`config.mk`:
```
export PLATFORM = sky130hd
export DESIGN_NAME = cau_div_step
export DESIGN_NICKNAME = d
export VERILOG_FILES = /design/src/hdl/cau_pkg.sv /design/src/hdl/cau_div_step.sv
export SDC_FILE = /design/constraint.sdc
export NUM_CORES = 1
export LEC_CHECK = 0
export BUFFER_PORTS_ARGS = -buffer_cell sky130_fd_sc_hd__buf_2
export CAP_MARGIN = 20
export CORE_ASPECT_RATIO = 1.1
export CORE_UTILIZATION = 35
export CTS_CLUSTER_SIZE = 16
export DETAILED_ROUTE_END_ITERATION = 12
export GPL_TIMING_DRIVEN = 1
export HOLD_SLACK_MARGIN = 0.03
export PLACE_DENSITY = 0.61
export SYNTH_ARGS = -nofsm -noshare
export SYNTH_HDL_FRONTEND = slang
export SYNTH_SLANG_ARGS = --single-unit
```
`constraint.sdc`:
```
create_clock -name clk_i -period 3 [get_ports clk_i]
set_clock_uncertainty 0.1 [all_clocks]
set_input_delay 0.15 -clock clk_i [delete_from_list [all_inputs] [get_ports clk_i]]
set_output_delay 0.15 -clock clk_i [all_outputs]
set_load 0.03 [all_outputs]
```
`src/hdl/cau_pkg.sv`:
```
// ----------------------------------------------------------------------------
// cau_pkg
// Shared constants, operation and status codes and the CORDIC angle table of
// the complex arithmetic unit.
// ----------------------------------------------------------------------------
package cau_pkg;

  localparam int DATA_WIDTH_DEF   = 16;
  localparam int FRAC_BITS_DEF    = 8;
  localparam int CORDIC_STEPS_DEF = 16;

  // Extra fraction bits carried through the CORDIC datapath.
  localparam int GUARD_BITS = 8;
  // Reciprocal of the CORDIC gain in Q20.
  localparam logic [19:0] INV_GAIN_Q20 = 20'd636752;

  localparam logic [2:0] OP_ADD   = 3'd0;
  localparam logic [2:0] OP_SUB   = 3'd1;
  localparam logic [2:0] OP_MUL   = 3'd2;
  localparam logic [2:0] OP_DIV   = 3'd3;
  localparam logic [2:0] OP_CONJ  = 3'd4;
  localparam logic [2:0] OP_POLAR = 3'd5;
  localparam logic [2:0] OP_CMP   = 3'd6;

  localparam logic [1:0] ST_OK   = 2'd0;
  localparam logic [1:0] ST_SAT  = 2'd1;
  localparam logic [1:0] ST_DIVZ = 2'd2;

  localparam logic [1:0] ORD_LT = 2'd0;
  localparam logic [1:0] ORD_EQ = 2'd1;
  localparam logic [1:0] ORD_GT = 2'd2;

  // atan(2^-i) as a binary angle, 2^32 being one full turn.
  function automatic logic [31:0] atan_turn(input logic [4:0] idx);
    logic [31:0] a;
    case (idx)
      5'd0:  a = 32'd536870912;
      5'd1:  a = 32'd316933406;
      5'd2:  a = 32'd167458907;
      5'd3:  a = 32'd85004756;
      5'd4:  a = 32'd42667331;
      5'd5:  a = 32'd21354465;
      5'd6:  a = 32'd10679838;
      5'd7:  a = 32'd5340245;
      5'd8:  a = 32'd2670163;
      5'd9:  a = 32'd1335087;
      5'd10: a = 32'd667544;
      5'd11: a = 32'd333772;
      5'd12: a = 32'd166886;
      5'd13: a = 32'd83443;
      5'd14: a = 32'd41722;
      5'd15: a = 32'd20861;
      5'd16: a = 32'd10430;
      5'd17: a = 32'd5215;
      5'd18: a = 32'd2608;
      5'd19: a = 32'd1304;
      5'd20: a = 32'd652;
      5'd21: a = 32'd326;
      5'd22: a = 32'd163;
      5'd23: a = 32'd81;
      5'd24: a = 32'd41;
      5'd25: a = 32'd20;
      5'd26: a = 32'd10;
      5'd27: a = 32'd5;
      5'd28: a = 32'd3;
      5'd29: a = 32'd1;
      5'd30: a = 32'd1;
      default: a = 32'd0;
    endcase
    return a;
  endfunction

endpackage

```
`src/hdl/cau_div_step.sv`:
```
// ----------------------------------------------------------------------------
// cau_div_step
// One registered restoring division step for the real and imaginary lanes,
// which share the denominator.
// ----------------------------------------------------------------------------
module cau_div_step #(
  parameter int DATA_WIDTH = cau_pkg::DATA_WIDTH_DEF,
  parameter int FRAC_BITS  = cau_pkg::FRAC_BITS_DEF,
  parameter int SHIFT      = 0
) (
  input  logic                        clk_i,
  input  logic                        en_i,
  input  logic [2*DATA_WIDTH-1:0]     den_i,
  input  logic [2*DATA_WIDTH+FRAC_BITS-1:0] rem_re_i,
  input  logic [2*DATA_WIDTH+FRAC_BITS-1:0] rem_im_i,
  input  logic [DATA_WIDTH+1:0]       quo_re_i,
  input  logic [DATA_WIDTH+1:0]       quo_im_i,
  output logic [2*DATA_WIDTH-1:0]     den_o,
  output logic [2*DATA_WIDTH+FRAC_BITS-1:0] rem_re_o,
  output logic [2*DATA_WIDTH+FRAC_BITS-1:0] rem_im_o,
  output logic [DATA_WIDTH+1:0]       quo_re_o,
  output logic [DATA_WIDTH+1:0]       quo_im_o
);

  localparam int RW = 2*DATA_WIDTH + FRAC_BITS;
  localparam int CW = 3*DATA_WIDTH + FRAC_BITS + 2;

  logic [CW-1:0] dsh;
  logic [CW-1:0] dif_re, dif_im;
  logic          ge_re, ge_im;
  logic [2*DATA_WIDTH-1:0] den_q;
  logic [RW-1:0] rem_re_q, rem_im_q;
  logic [DATA_WIDTH+1:0] quo_re_q, quo_im_q, quo_re_d, quo_im_d;

  assign dsh    = CW'(den_i) << SHIFT;
  assign ge_re  = CW'(rem_re_i) >= dsh;
  assign ge_im  = CW'(rem_im_i) >= dsh;
  assign dif_re = CW'(rem_re_i) - dsh;
  assign dif_im = CW'(rem_im_i) - dsh;

  always_comb begin
    quo_re_d        = quo_re_i;
    quo_im_d        = quo_im_i;
    quo_re_d[SHIFT] = ge_re;
    quo_im_d[SHIFT] = ge_im;
  end

  always_ff @(posedge clk_i) begin
    if (en_i) begin
      den_q    <= den_i;
      rem_re_q <= ge_re ? dif_re[RW-1:0] : rem_re_i;
      rem_im_q <= ge_im ? dif_im[RW-1:0] : rem_im_i;
      quo_re_q <= quo_re_d;
      quo_im_q <= quo_im_d;
    end
  end

  assign den_o    = den_q;
  assign rem_re_o = rem_re_q;
  assign rem_im_o = rem_im_q;
  assign quo_re_o = quo_re_q;
  assign quo_im_o = quo_im_q;

endmodule

```
==> key figures <==
Outcome
  – Status: complete, no violations

GRT
  – First-pass GRT wire length: 46.4 mm
  – Vias in the first global route: 8952
  – Tot GR Track Use: 22.3%
  – Total gr overflow: 0
  – Initial antenna violation count: 6
  – Largest net degree at the start of global routing: 77

Final layout
  – Layout area overhead: 52.1%
  – Fill cells: 2300
  – Ratio of cells with drive above 1 in the final layout: 33.8%
  – Fin nets: 1635
  – Final core occ: 54.2%

Clock tree
  – CTS Buf Count: 17
  – Clock-pin slew on the worst setup and hold paths: 0.06 ns
  – H-tree levels: 4
  – CTS root buffer: clkbuf_16
  – TritonCTS clock tree: yes
  – Maximum clock path buffer count: 2
  – Clock sink total: roughly 150

Critical path
  – Worst Setup Start Kind: input port
  – Critical path capture point type: flip-flop
  – Worst EP required: between 3 and 4 ns
  – Setup crit start: rem_re_i[11]
  – Largest fanout on the critical path: 5
  – Critical path arrival: 3.00 ns
  – Setup CP Type: input port to flip-flop
  – Worst setup endpoint: rem_re_o[30]

Timing
  – Fmax achieved: 341 MHz
  – Final Slew Violations: 0
  – Setup violations, final: 0
  – Clock period minus worst slack: approximately 3 ns
  – Relative slew margins: a little over two fifths
  – Final Hold Viols: 0
  – Worst-Margin Slew: 0.845 ns
  – RSZ-0062 raised after global routing: yes
  – Period utilisation layout: 97.6%
  – Hold WS: 0.0201 ns

Die
  – Row Count: 62
  – Die width: 158 um
  – Full die area: 0.0273 mm^2
  – Initial Util: a little over a third
  – Die height: approximately 170 um
  – I/O pin cnt: a little under 300
  – Core area: 0.0261 mm^2

Synthesis
  – Mapped Area: 0.00932 mm^2
  – Cells after Synth: approximately 900
  – Synthesized Nets: approximately 1100
  – Ys flop type: edfxtp_1
  – Register area share after synthesis: 47.7%
  – Synthesis-stage register bit count: 148
  – Yosys cell types: 79
  – Top cells by area, synth: edfxtp_1 (48%), ha_1 (8.6%), a21oi_1 (4.4%)
  – Avg Cell Area, Syn: 10.4 um^2
  – Warnings from Yosys: 0
  – Async S/R FF share, synth: 0%
  – Post-synthesis simple-gate area fraction: ~15%
  – Largest family of logic cells by synthesized area: compound AO/OA/AOI/OAI gates
  – Adder-cell share of the synthesized area: under 10%
  – XOR/XNOR Fraction of Synth Area: under 10%
  – Complex-gate fraction of the synthesized area: 18.7%
  – Post-synth top area cell: edfxtp_1
  – Synth top area share: 47.7%
  – Multiplexer share of the synthesized area: 0.456%
  – EDFF count, synth: ~150

Pwr
  – Max VDD drop: 0.239 mV
  – Power per cell area: 499 mW/mm^2
  – Leakage: roughly 6.1 nW

Run
  – Max cap viols: 0

Routing
  – Final wirelength: 30.6 mm
  – Initial DRT Pass Iterations: 5
  – Starting DRC count in detailed routing: 455
  – Vias per std cell: between 4 and 5
  – Avg WL per Cell: ~17 um
  – Post-route DRC violation count: 0
  – Vias: 8823
  – Remaining antenna violation count: 0

Placement
  – GP Congestion: 0.851
  – HPWL Detailed: ~23 mm
  – IO buf count: roughly 300

Min path
  – Hold crit path type: input port to flip-flop
-- state kept, by name, indices dropped and copies added, names as in the netlist --
signal	count
rem_im_o	40
quo_im_o	18
rem_re_o	40
quo_re_o	18
den_o	32
-- worst min-delay path by stage --
stage | start | depth (start not counted) | to | slack (ns)
after detailed placement | quo_re_i[1] | 1 | quo_re_o[1] | 0.23
after global placement | quo_im_i[13] | 1 | quo_im_o[13] | 0.23
after floorplan | den_i[0] | 0 | den_o[0] | 0.15
final | rem_im_i[31] | 3 | rem_im_o[31] | 0.02
after global routing | rem_im_i[31] | 3 | rem_im_o[31] | 0.05
after CTS | rem_re_i[17] | 3 | rem_re_o[17] | 0.04
-- cell usage after synthesis (7+ instances only) --
master / number
nor3_1: 12
o31ai_1: 7
nand3_1: 9
clkbuf_1: 13
o21bai_1: 13
and3_1: 9
inv_1: 50
a211oi_1: 11
and4_1: 7
xor2_1: 32
buf_2: 11
edfxtp_1: 148
nor2_1: 66
xnor2_1: 33
nand2b_1: 12
nand4_1: 16
o21ai_0: 61
nand2_1: 89
a21oi_1: 82
ha_1: 64
a21o_1: 29
a31oi_1: 10
and2_1: 8
-- layer usage --
metal	part of all wire, %	global-route usage [%]
met1	42	26.6
met4	2.7	9.59
met2	51	38.9
met3	4.2	3.98
met5	0	0
-- repair_timing --
action	in CTS	in global routing
buffers inserted	0	6
hold endpoints to repair	142	0
gates resized for setup	0	61
hold buffers	142	0
endpoints found under the setup margin	0	71
-- metrics by stage --
step	cell area, um^2	power (mW)	setup TNS (ns)	setup slack (ns)	instances
after floorplan	9320	3.98	0	0.180	899
after global placement	11800	4.70	-0.189	-0.0964	1604
after detailed placement	11800	4.72	-0.355	-0.0876	1604
after CTS	13800	7.06	0	0.0185	1777
after global routing	14200	7.40	-0.716	-0.0541	1789
final	14200	7.08	0	0.0714	1789
-- power by group --
group          leakage (nW)  internal (mW)  total (mW)  switching (mW)
Combinational          4.38          0.887        2.26            1.37
Sequential             1.45           2.58        2.64          0.0555
Clock                 0.282           1.30        2.18           0.884
-- logic make-up (layout without fill, tap and decap cells) --
group / count (synthesis) / count (layout)
buffers and inverters: 80 / 612
adder cells (fa/ha/maj): 66 / 66
flip-flops: 148 / 148
AO/OA/AOI/OAI: 267 / 267
multiplexers: 4 / 4
XOR/XNOR: 65 / 65
other: 0 / 6
AND/OR/NAND/NOR: 269 / 269
-- critical path, stage by stage --
cell and delay, ns:
dlygate4sd3_1 0.53, buf_2 0.15, ha_4 0.29, a21o_4 0.12, o21bai_2 0.11, or3b_4 0.39
and3_4 0.21, a2111oi_4 0.43, nor2_4 0.12, buf_4 0.16, a2111oi_4 0.26, a311oi_1 0.08
-- layout by cell type, fill, tap and decap left out, drive strengths merged, types with 14 or more instances in the layout --
cell / synthesis / layout
xor2: 32 / 32
ha: 64 / 64
buf: 15 / 386
a21oi: 83 / 83
dlygate4sd3: 0 / 141
edfxtp: 148 / 148
a21o: 30 / 30
clkbuf: 13 / 19
nor2: 68 / 68
xnor2: 33 / 33
nand2: 89 / 89
o21ai: 65 / 65
nand4: 16 / 16
o21bai: 14 / 14
inv: 52 / 54
-- final cells by class --
cell class | instances | area (um^2) | area share [%]
diodes | 6 | 15.0 | 0.106
clock buffers | 18 | 429 | 3.03
clock inverters | 13 | 158 | 1.11
inverters | 52 | 200 | 1.41
multi-input cells | 671 | 4830 | 34.1
flip-flops and latches | 148 | 4440 | 31.3
well taps | 352 | 440 | 3.11
repair buffers | 529 | 3660 | 25.8
No activity file was read; power rests on OpenSTA's default activity.
