--- src/hdl/cau_pkg.sv ---
// ----------------------------------------------------------------------------
// cau_pkg
// Shared constants, operation and status codes and the CORDIC angle table of
// the complex arithmetic unit.
// ----------------------------------------------------------------------------
package cau_pkg;

  localparam int DATA_WIDTH_DEF   = 16;
  localparam int FRAC_BITS_DEF    = 8;
  localparam int CORDIC_STEPS_DEF = 16;

  // Extra fraction bits carried through the CORDIC datapath.
  localparam int GUARD_BITS = 8;
  // Reciprocal of the CORDIC gain in Q20.
  localparam logic [19:0] INV_GAIN_Q20 = 20'd636752;

  localparam logic [2:0] OP_ADD   = 3'd0;
  localparam logic [2:0] OP_SUB   = 3'd1;
  localparam logic [2:0] OP_MUL   = 3'd2;
  localparam logic [2:0] OP_DIV   = 3'd3;
  localparam logic [2:0] OP_CONJ  = 3'd4;
  localparam logic [2:0] OP_POLAR = 3'd5;
  localparam logic [2:0] OP_CMP   = 3'd6;

  localparam logic [1:0] ST_OK   = 2'd0;
  localparam logic [1:0] ST_SAT  = 2'd1;
  localparam logic [1:0] ST_DIVZ = 2'd2;

  localparam logic [1:0] ORD_LT = 2'd0;
  localparam logic [1:0] ORD_EQ = 2'd1;
  localparam logic [1:0] ORD_GT = 2'd2;

  // atan(2^-i) as a binary angle, 2^32 being one full turn.
  function automatic logic [31:0] atan_turn(input logic [4:0] idx);
    logic [31:0] a;
    case (idx)
      5'd0:  a = 32'd536870912;
      5'd1:  a = 32'd316933406;
      5'd2:  a = 32'd167458907;
      5'd3:  a = 32'd85004756;
      5'd4:  a = 32'd42667331;
      5'd5:  a = 32'd21354465;
      5'd6:  a = 32'd10679838;
      5'd7:  a = 32'd5340245;
      5'd8:  a = 32'd2670163;
      5'd9:  a = 32'd1335087;
      5'd10: a = 32'd667544;
      5'd11: a = 32'd333772;
      5'd12: a = 32'd166886;
      5'd13: a = 32'd83443;
      5'd14: a = 32'd41722;
      5'd15: a = 32'd20861;
      5'd16: a = 32'd10430;
      5'd17: a = 32'd5215;
      5'd18: a = 32'd2608;
      5'd19: a = 32'd1304;
      5'd20: a = 32'd652;
      5'd21: a = 32'd326;
      5'd22: a = 32'd163;
      5'd23: a = 32'd81;
      5'd24: a = 32'd41;
      5'd25: a = 32'd20;
      5'd26: a = 32'd10;
      5'd27: a = 32'd5;
      5'd28: a = 32'd3;
      5'd29: a = 32'd1;
      5'd30: a = 32'd1;
      default: a = 32'd0;
    endcase
    return a;
  endfunction

endpackage

--- src/hdl/cau_cordic_step.sv ---
// ----------------------------------------------------------------------------
// cau_cordic_step
// One registered vectoring CORDIC micro-rotation with its angle accumulator.
// ----------------------------------------------------------------------------
module cau_cordic_step #(
  parameter int XW   = cau_pkg::DATA_WIDTH_DEF + cau_pkg::GUARD_BITS + 3,
  parameter int STEP = 0
) (
  input  logic                 clk_i,
  input  logic                 en_i,
  input  logic signed [XW-1:0] x_i,
  input  logic signed [XW-1:0] y_i,
  input  logic [31:0]          z_i,
  output logic signed [XW-1:0] x_o,
  output logic signed [XW-1:0] y_o,
  output logic [31:0]          z_o
);

  logic signed [XW-1:0] dx, dy;
  logic [31:0]          ang;
  logic signed [XW-1:0] x_q, y_q;
  logic [31:0]          z_q;

  // Arithmetic shifts floor towards minus infinity, as the rotation needs.
  assign dx  = y_i >>> STEP;
  assign dy  = x_i >>> STEP;
  assign ang = cau_pkg::atan_turn(5'(STEP));

  always_ff @(posedge clk_i) begin
    if (en_i) begin
      if (!y_i[XW-1]) begin
        x_q <= x_i + dx;
        y_q <= y_i - dy;
        z_q <= z_i + ang;
      end else begin
        x_q <= x_i - dx;
        y_q <= y_i + dy;
        z_q <= z_i - ang;
      end
    end
  end

  assign x_o = x_q;
  assign y_o = y_q;
  assign z_o = z_q;

endmodule

--- config.mk ---
export PLATFORM = sky130hd
export DESIGN_NAME = cau_cordic_step
export DESIGN_NICKNAME = d
export VERILOG_FILES = /design/src/hdl/cau_pkg.sv /design/src/hdl/cau_cordic_step.sv
export SDC_FILE = /design/constraint.sdc
export NUM_CORES = 1
export LEC_CHECK = 0
export BUFFER_PORTS_ARGS = -buffer_cell sky130_fd_sc_hd__buf_2
export CAP_MARGIN = 10
export CORE_MARGIN = 2
export CORE_UTILIZATION = 60
export DETAILED_ROUTE_END_ITERATION = 12
export PLACE_DENSITY_LB_ADDON = 0.08
export SLEW_MARGIN = 20
export SYNTH_ARGS = -nofsm -noshare
export SYNTH_HDL_FRONTEND = slang
export SYNTH_SLANG_ARGS = --single-unit
--- constraint.sdc ---
create_clock -name clk_i -period 5 [get_ports clk_i]
set_clock_uncertainty 0.15 [all_clocks]
set_input_delay 0.5 -clock clk_i [delete_from_list [all_inputs] [get_ports clk_i]]
set_output_delay 0.5 -clock clk_i [all_outputs]
set_load 0.02 [all_outputs]
==> results.tsv, run 1 <==
stage	metric	value	unit
global_route	grt_antenna_before_repair	0	
global_route	grt_use_total	32.6	%
setup_path	arrival	3440	ps
yosys	syn_area_per_cell	9.31	µm²
setup_path	cp_max_fo	17	
floorplanning	chipWidth	115	µm
place	dp_hpwl	17100	µm
sta	fin_setup_tns	0	ps
global_route	grt_pass1_vias	6420	
detailed_routing	wl_per_cell	19.9	µm
clocking	clk_pin_slew_worst_paths	80	ps
setup_path	worstSetupPathType	primary input to flop	
yosys	synth_edf_count	85	
yosys	synthArstFlopShare	0	%
clocking	clockBufferDepth	2	
yosys	ys_seq_area_share	34.7	%
power_and_ir_drop	power.density	297	nW/µm²
clocking	cts_setup_buffers	0	
sta	worst-slew-pin-transition	782	ps
layout	multiInputGateArea	4300	µm²
yosys	synth_area	7350	µm²
layout	fin_cells	1092	
detailed_routing	wl	21800	µm
global_route	grt_pass1_wl	33200	µm
clocking	htreeDepth	3	
power_and_ir_drop	power.total	2540	µW
detailed_routing	viasPerCell	6.27	
clocking	cts_tree	built	
yosys	yosys.cell_types.count	72	
place	portBuffers	173	
floorplanning	dieArea	13200	µm²
layout	syn_to_final_growth	16.4	%
setup_path	crit_required	4940	ps
global_route	grt_max_degree	86	
yosys	synth_nets	967	
sta	min_period	3510	ps
clocking	hold_buffers	0	
power_and_ir_drop	ir_drop	0.000177	V
yosys	ys_seq_elements	85	
detailed_routing	drt_iter0_drc	802	
yosys	synth_flop_cell	edfxtp_1	
detailed_routing	first_pass_iters	6	
floorplanning	ios	174	
sta	max_freq	285	MHz
sta	maxSlewHeadroom	47.8	%
floorplanning	rows	40	
yosys	syn_inst	790	
place	placed_area	8250	µm²
layout	nFillCells	924	
place	place_congestion	1.01	
detailed_routing	num_vias	6847	
floorplanning	placeableCoreArea	12000	µm²
layout	drive_above_1_share	22.9	%
setup_path	endpoint	y_o[24]	
setup_path	crit_start	x_i[11]	
layout	regArea	2550	µm²
layout	finalNetCount	1117	
sta	finalCritPeriodShare	70.1	%
layout	fin_util	71.3	%
sta	setup_violations	0	
place	placed_cells	1076	
outcome	status	finished, final reports clean	
floorplanning	start_util	61.2	%
detailed_routing	drc_errors	0	
sta	rsz0062_at_grt	false	
power_and_ir_drop	leakage	0.00386	µW
setup_path	critPathLaunchType	primary input	
yosys	synth_warnings	0	
detailed_routing	ant_nets	0	
run	maxCapViolations	0	
clocking	numCtsBuffers	9	
setup_path	end_kind	flop	
global_route	grt-ovfl-total	0	
sta	finalMaxSlewViolations	0	
floorplanning	chipHeight	115	µm
clocking	cts-root-buf	clkbuf_16	
sta	finalHoldViolations	0	
hold_path	hp-class	primary input to flop	
layout	num_antenna_cells	0	
clocking	cts_resized	0	
clocking	cts_sinks	85	
layout	final_area	8560	µm²
==> cells by family after synthesis <==
logic type | synth area share [%]
compound gates | 23.1
xor+xnor | 5.60
fa+ha+maj | 15.6
buf+inv | 6.87
flops | 34.7
mux | 1.65
simple gates | 12.5
==> through the flow <==
step / hold WS, ps / setup WS (ps)
detailed placement: 528 / 1240
CTS: 158 / 1620
global placement: 528 / 1380
finish: 167 / 1490
global route: 157 / 1370
floorplan: 449 / 2020
==> layer usage <==
layer | wire (µm) | part of all wire (%) | global-route usage, % | up-vias
met1 | 9100 | 42 | 43.7 | 3191
li1 | - | - | - | 3156
met5 | 0 | 0 | 0 | -
met3 | 2020 | 9.3 | 6.67 | 63
met4 | 687 | 3.2 | 12.2 | 0
met2 | 9970 | 46 | 52.5 | 437
==> final cells by class <==
type | count | share of cell area (%)
clock buffers | 9 | 2.63
clock inverters | 7 | 0.950
inverters | 87 | 3.84
multi-input cells | 581 | 50.2
flip-flops and latches | 85 | 29.8
well taps | 147 | 2.15
repair buffers | 176 | 10.4
==> worst min path at each step <==
stage	cells past startpoint	startpoint	to	slack, ps
global route	1	z_i[19]	z_o[19]	160
detailed placement	1	z_i[19]	z_o[19]	530
floorplan	0	z_i[0]	z_o[0]	450
CTS	1	z_i[1]	z_o[1]	160
global placement	1	z_i[23]	z_o[23]	530
finish	1	z_i[1]	z_o[1]	170
==> placed cells by master, fill, tap and decap left out, drive strengths merged, types with 6 or more instances in the layout <==
master,count
a211o,7
a211oi,10
a21o,15
a21oi,82
a221oi,7
a31oi,10
and3,7
buf,176
clkbuf,9
clkinv,7
edfxtp,85
ha,85
inv,87
mux2i,11
nand2,42
nand2b,8
nand3,20
nor2,56
nor2b,7
nor3,22
nor4,11
o211ai,7
o21a,6
o21ai,31
o21bai,17
o22ai,8
o31ai,7
xnor2,45
==> power by group <==
group | internal [µW] | leakage, µW | switching [µW]
clock | 355 | 0.000149 | 319
combinational | 321 | 0.00288 | 603
sequential | 912 | 0.000832 | 29.0
==> critical path, cell delays in order <==
cell       delay [ps]
buf_2             100
inv_1              40
ha_1              640
inv_1             180
a21oi_1           310
o31ai_1           170
a221oi_1          560
a31o_2            250
a21oi_1            70
a2111oi_0         450
o311ai_1          170
==> registers in the layout, summed over array words and instances, names as in the netlist <==
name	flops
z_o	32
x_o	26
y_o	27
==> synthesized netlist by cell type, drive strengths merged (18+ instances only) <==
library cell	instances	area (µm²)
edfxtp	85	2550
ha	85	1060
inv	85	322
a21oi	82	418
nor2	56	210
xnor2	45	394
nand2	42	158
o21ai	31	155
nor3	22	115
nand3	20	100
buf	19	109
clkbuf	18	67.6
Note: power is estimated with default switching activity, not from simulation.
==> run 2, diff against run 1 <==
--- a/config.mk
+++ b/config.mk
@@ -5,10 +5,11 @@
 export SDC_FILE = /design/constraint.sdc
 export NUM_CORES = 1
 export LEC_CHECK = 0
+export ABC_AREA = 1
 export BUFFER_PORTS_ARGS = -buffer_cell sky130_fd_sc_hd__buf_2
 export CAP_MARGIN = 10
 export CORE_MARGIN = 2
-export CORE_UTILIZATION = 60
+export CORE_UTILIZATION = 57
 export DETAILED_ROUTE_END_ITERATION = 12
 export PLACE_DENSITY_LB_ADDON = 0.08
 export SLEW_MARGIN = 20
==> constraint.sdc (replaced) <==
create_clock -name clk_i -period 3.55 [get_ports clk_i]
set_clock_uncertainty 0.15 [all_clocks]
set_input_delay 0.355 -clock clk_i [delete_from_list [all_inputs] [get_ports clk_i]]
set_output_delay 0.355 -clock clk_i [all_outputs]
set_load 0.02 [all_outputs]
==> results.tsv, run 2 <==
stage	metric	value	unit	change
setup_path	arrival	2430	ps	-1010 ps
global_route	grt_max_degree	39		-55%
yosys	synth_flop_cell	edfxtp_1		
global_route	grt_use_total	32.1	%	-0.50 points
clocking	cts_setup_buffers	0		unchanged
yosys	synth-xor-area-share	1.91	%	-3.7 points
place	dp_hpwl	21500	µm	+26%
global_route	grt_pass1_vias	8031		+25%
layout	multiInputGateArea	5070	µm²	+18%
layout	nFillCells	1392		+51%
yosys	synth_most_common_cell	nand2_1		
global_route	grt_busiest_layer	met2		
yosys	synth.area.top_cells	edfxtp_1 29%, nand2_1 16%, ha_1 12%		
setup_path	critical-path-max-stage-delay	610	ps	-30 ps
floorplanning	dieArea	16300	µm²	+24%
sta	min_period	2460	ps	
floorplanning	rows	45		+13%
setup_path	crit_chain	buf_2, inv_1, ha_1, inv_1, a21oi_1, o21ai_1, inv_1, nand2_1, nand2_1, nand4_1, nand3_1, nand2_1		
run	maxCapViolations	0		unchanged
setup_path	critPathLaunchType	primary input		
sta	finalMaxSlewViolations	0		unchanged
clocking	hold_buffers	0		unchanged
setup_path	cp_slowest_cell	ha_1		
global_route	grtUsageMet2	50.8	%	-1.7 points
layout	drive_above_1_share	17.4	%	-5.4 points
layout	regArea	2550	µm²	unchanged
yosys	synth_mux_area_share	0	%	-1.7 points
clocking	cts_tree	built		
power_and_ir_drop	leakage	0.00522	µW	+35%
power_and_ir_drop	power.total	3650	µW	+44%
global_route	grtUsageMet1	44.5	%	+0.77 points
sta	finalCritPeriodShare	69.4	%	
outcome	status	finished, final reports clean		
yosys	synth_adder_area_share	13.1	%	-2.4 points
floorplanning	chipHeight	128	µm	+11%
clocking	htreeDepth	3		unchanged
floorplanning	start_util	57.9	%	-3.3 points
clocking	cts-root-buf	clkbuf_16		
power_and_ir_drop	power.density	371	nW/µm²	+25%
layout	syn_to_final_growth	13.2	%	
clocking	cts_resized	0		unchanged
sta	max_freq	406	MHz	
yosys	ys_seq_area_share	29.3	%	-5.4 points
yosys	ys_seq_elements	85		unchanged
hold_path	hp-class	primary input to flop		
layout	num_antenna_cells	0		unchanged
clocking	clk_pin_slew_worst_paths	80	ps	about the same
layout	largest_reg_flops	32		unchanged
detailed_routing	drt_iter0_drc	951		+19%
floorplanning	ios	174		unchanged
yosys	synth_edf_count	85		unchanged
global_route	grt_pass1_wl	40400	µm	+22%
place	pre_cts_ws	779	ps	-462 ps
yosys	synthSimpleGateAreaFrac	31.1	%	+19 points
floorplanning	chipWidth	128	µm	+11%
setup_path	crit_required	3510	ps	-1430 ps
sta	worst-slew-pin-transition	520	ps	-262 ps
sta	fin_ws	1090	ps	-409 ps
sta	maxSlewHeadroom	65.3	%	+17 points
sta	fin_setup_tns	0	ps	unchanged
yosys	yosys.cell_types.count	41		-43%
global_route	use_met3	4.86	%	-1.8 points
yosys	syn_area_per_cell	6.94	µm²	-25%
setup_path	worstSetupPathType	primary input to flop		
yosys	yosysTopAreaCell	edfxtp_1		
global_route	grt_antenna_before_repair	0		unchanged
place	place_congestion	0.981		-2.5%
layout	final_common_cell	nand2_1		
detailed_routing	viasPerCell	5.51		-12%
detailed_routing	ant_nets	0		unchanged
detailed_routing	num_vias	8808		+29%
sta	setup_violations	0		unchanged
yosys	synthArstFlopShare	0	%	unchanged
place	placed_cells	1583		+47%
detailed_routing	first_pass_iters	5		-1
floorplanning	placeableCoreArea	15000	µm²	+25%
global_route	grt-ovfl-total	0		unchanged
yosys	yosys.area.top_type_share	29.3	%	-5.4 points
place	portBuffers	173		unchanged
clocking	cts_sinks	85		unchanged
sta	rsz0062_at_grt	false		
clocking	numCtsBuffers	9		unchanged
power_and_ir_drop	ir_drop	0.000224	V	+27%
yosys	synth_warnings	0		unchanged
detailed_routing	wl_per_cell	16.4	µm	-18%
setup_path	end_kind	flop		
detailed_routing	drc_errors	0		unchanged
layout	fin_cells	1599		+46%
layout	finalNetCount	1583		+42%
yosys	synth_top_family_by_area	simple AND/OR/NAND/NOR gates		
yosys	synth_compound_area_share	12.1	%	-11 points
sta	finalHoldViolations	0		unchanged
yosys	synth_nets	1431		+48%
yosys	synth_area	8700	µm²	+18%
yosys	synthTopCellsByCount	377 x nand2_1, 202 x inv_1, 102 x nand3_1		
clocking	clockBufferDepth	2		unchanged
layout	final_cell_mix	377 x nand2_1, 202 x inv_1, 172 x buf_2		
detailed_routing	wl	26200	µm	+20%
setup_path	cp_max_fo	11		-6
layout	fin_util	65.5	%	-5.8 points
yosys	syn_inst	1254		+59%
[run 2: cell types whose count changed after synthesis, sizes merged, moves of 29 or more]
cell and delta:
nand2 +347, inv +127, nand3 +86, xnor2 -41, nor2 +35, o21ai +29
[run 2: cell families after synthesis]
family          Yosys count
simple gates            628
fa+ha+maj                89
flops                    85
compound gates          185
buf+inv                 248
xor+xnor                 19
[run 2: worst max-delay path: cells and delay by family]
family,cells,cell delay (ps)
fa+ha+maj,1,610
compound gates,2,440
simple gates,5,630
buf+inv,4,380
[run 2: power by group]
group | switching [µW] | internal, µW | leakage (µW)
clock | 422 | 545 | 0.000144
sequential | 30.2 | 1260 | 0.000831
combinational | 964 | 432 | 0.00425
[run 2: through the flow]
stage               instance area [µm²]  hold WS (ps)
global route                       9850          20.5
finish                             9850          13.0
global placement                   9560           382
detailed placement                 9560           384
CTS                                9850          17.8
floorplan                          8700           304
[run 2: worst paths after layout]
| check | start | to | cells after the start |
|---|---|---|---|
| worst max-delay path | x_i[8] | y_o[17] | 12 |
| worst min-delay path | z_i[4] | z_o[4] | 1 |
[run 2: per-layer routing]
layer	vias up	share of wire [%]
met5	-	0
met4	0	3.0
met3	57	9.2
met2	439	44
met1	3967	44
li1	4345	-
[run 2: cell type report]
type	instances	area share, %
Tap cell	188	2.39
Sequential cell	85	25.9
Clock buffer	10	2.33
Timing Repair Buffer	177	9.12
Inverter	212	8.11
Clock inverter	6	0.623
Multi-Input combinational cell	921	51.5
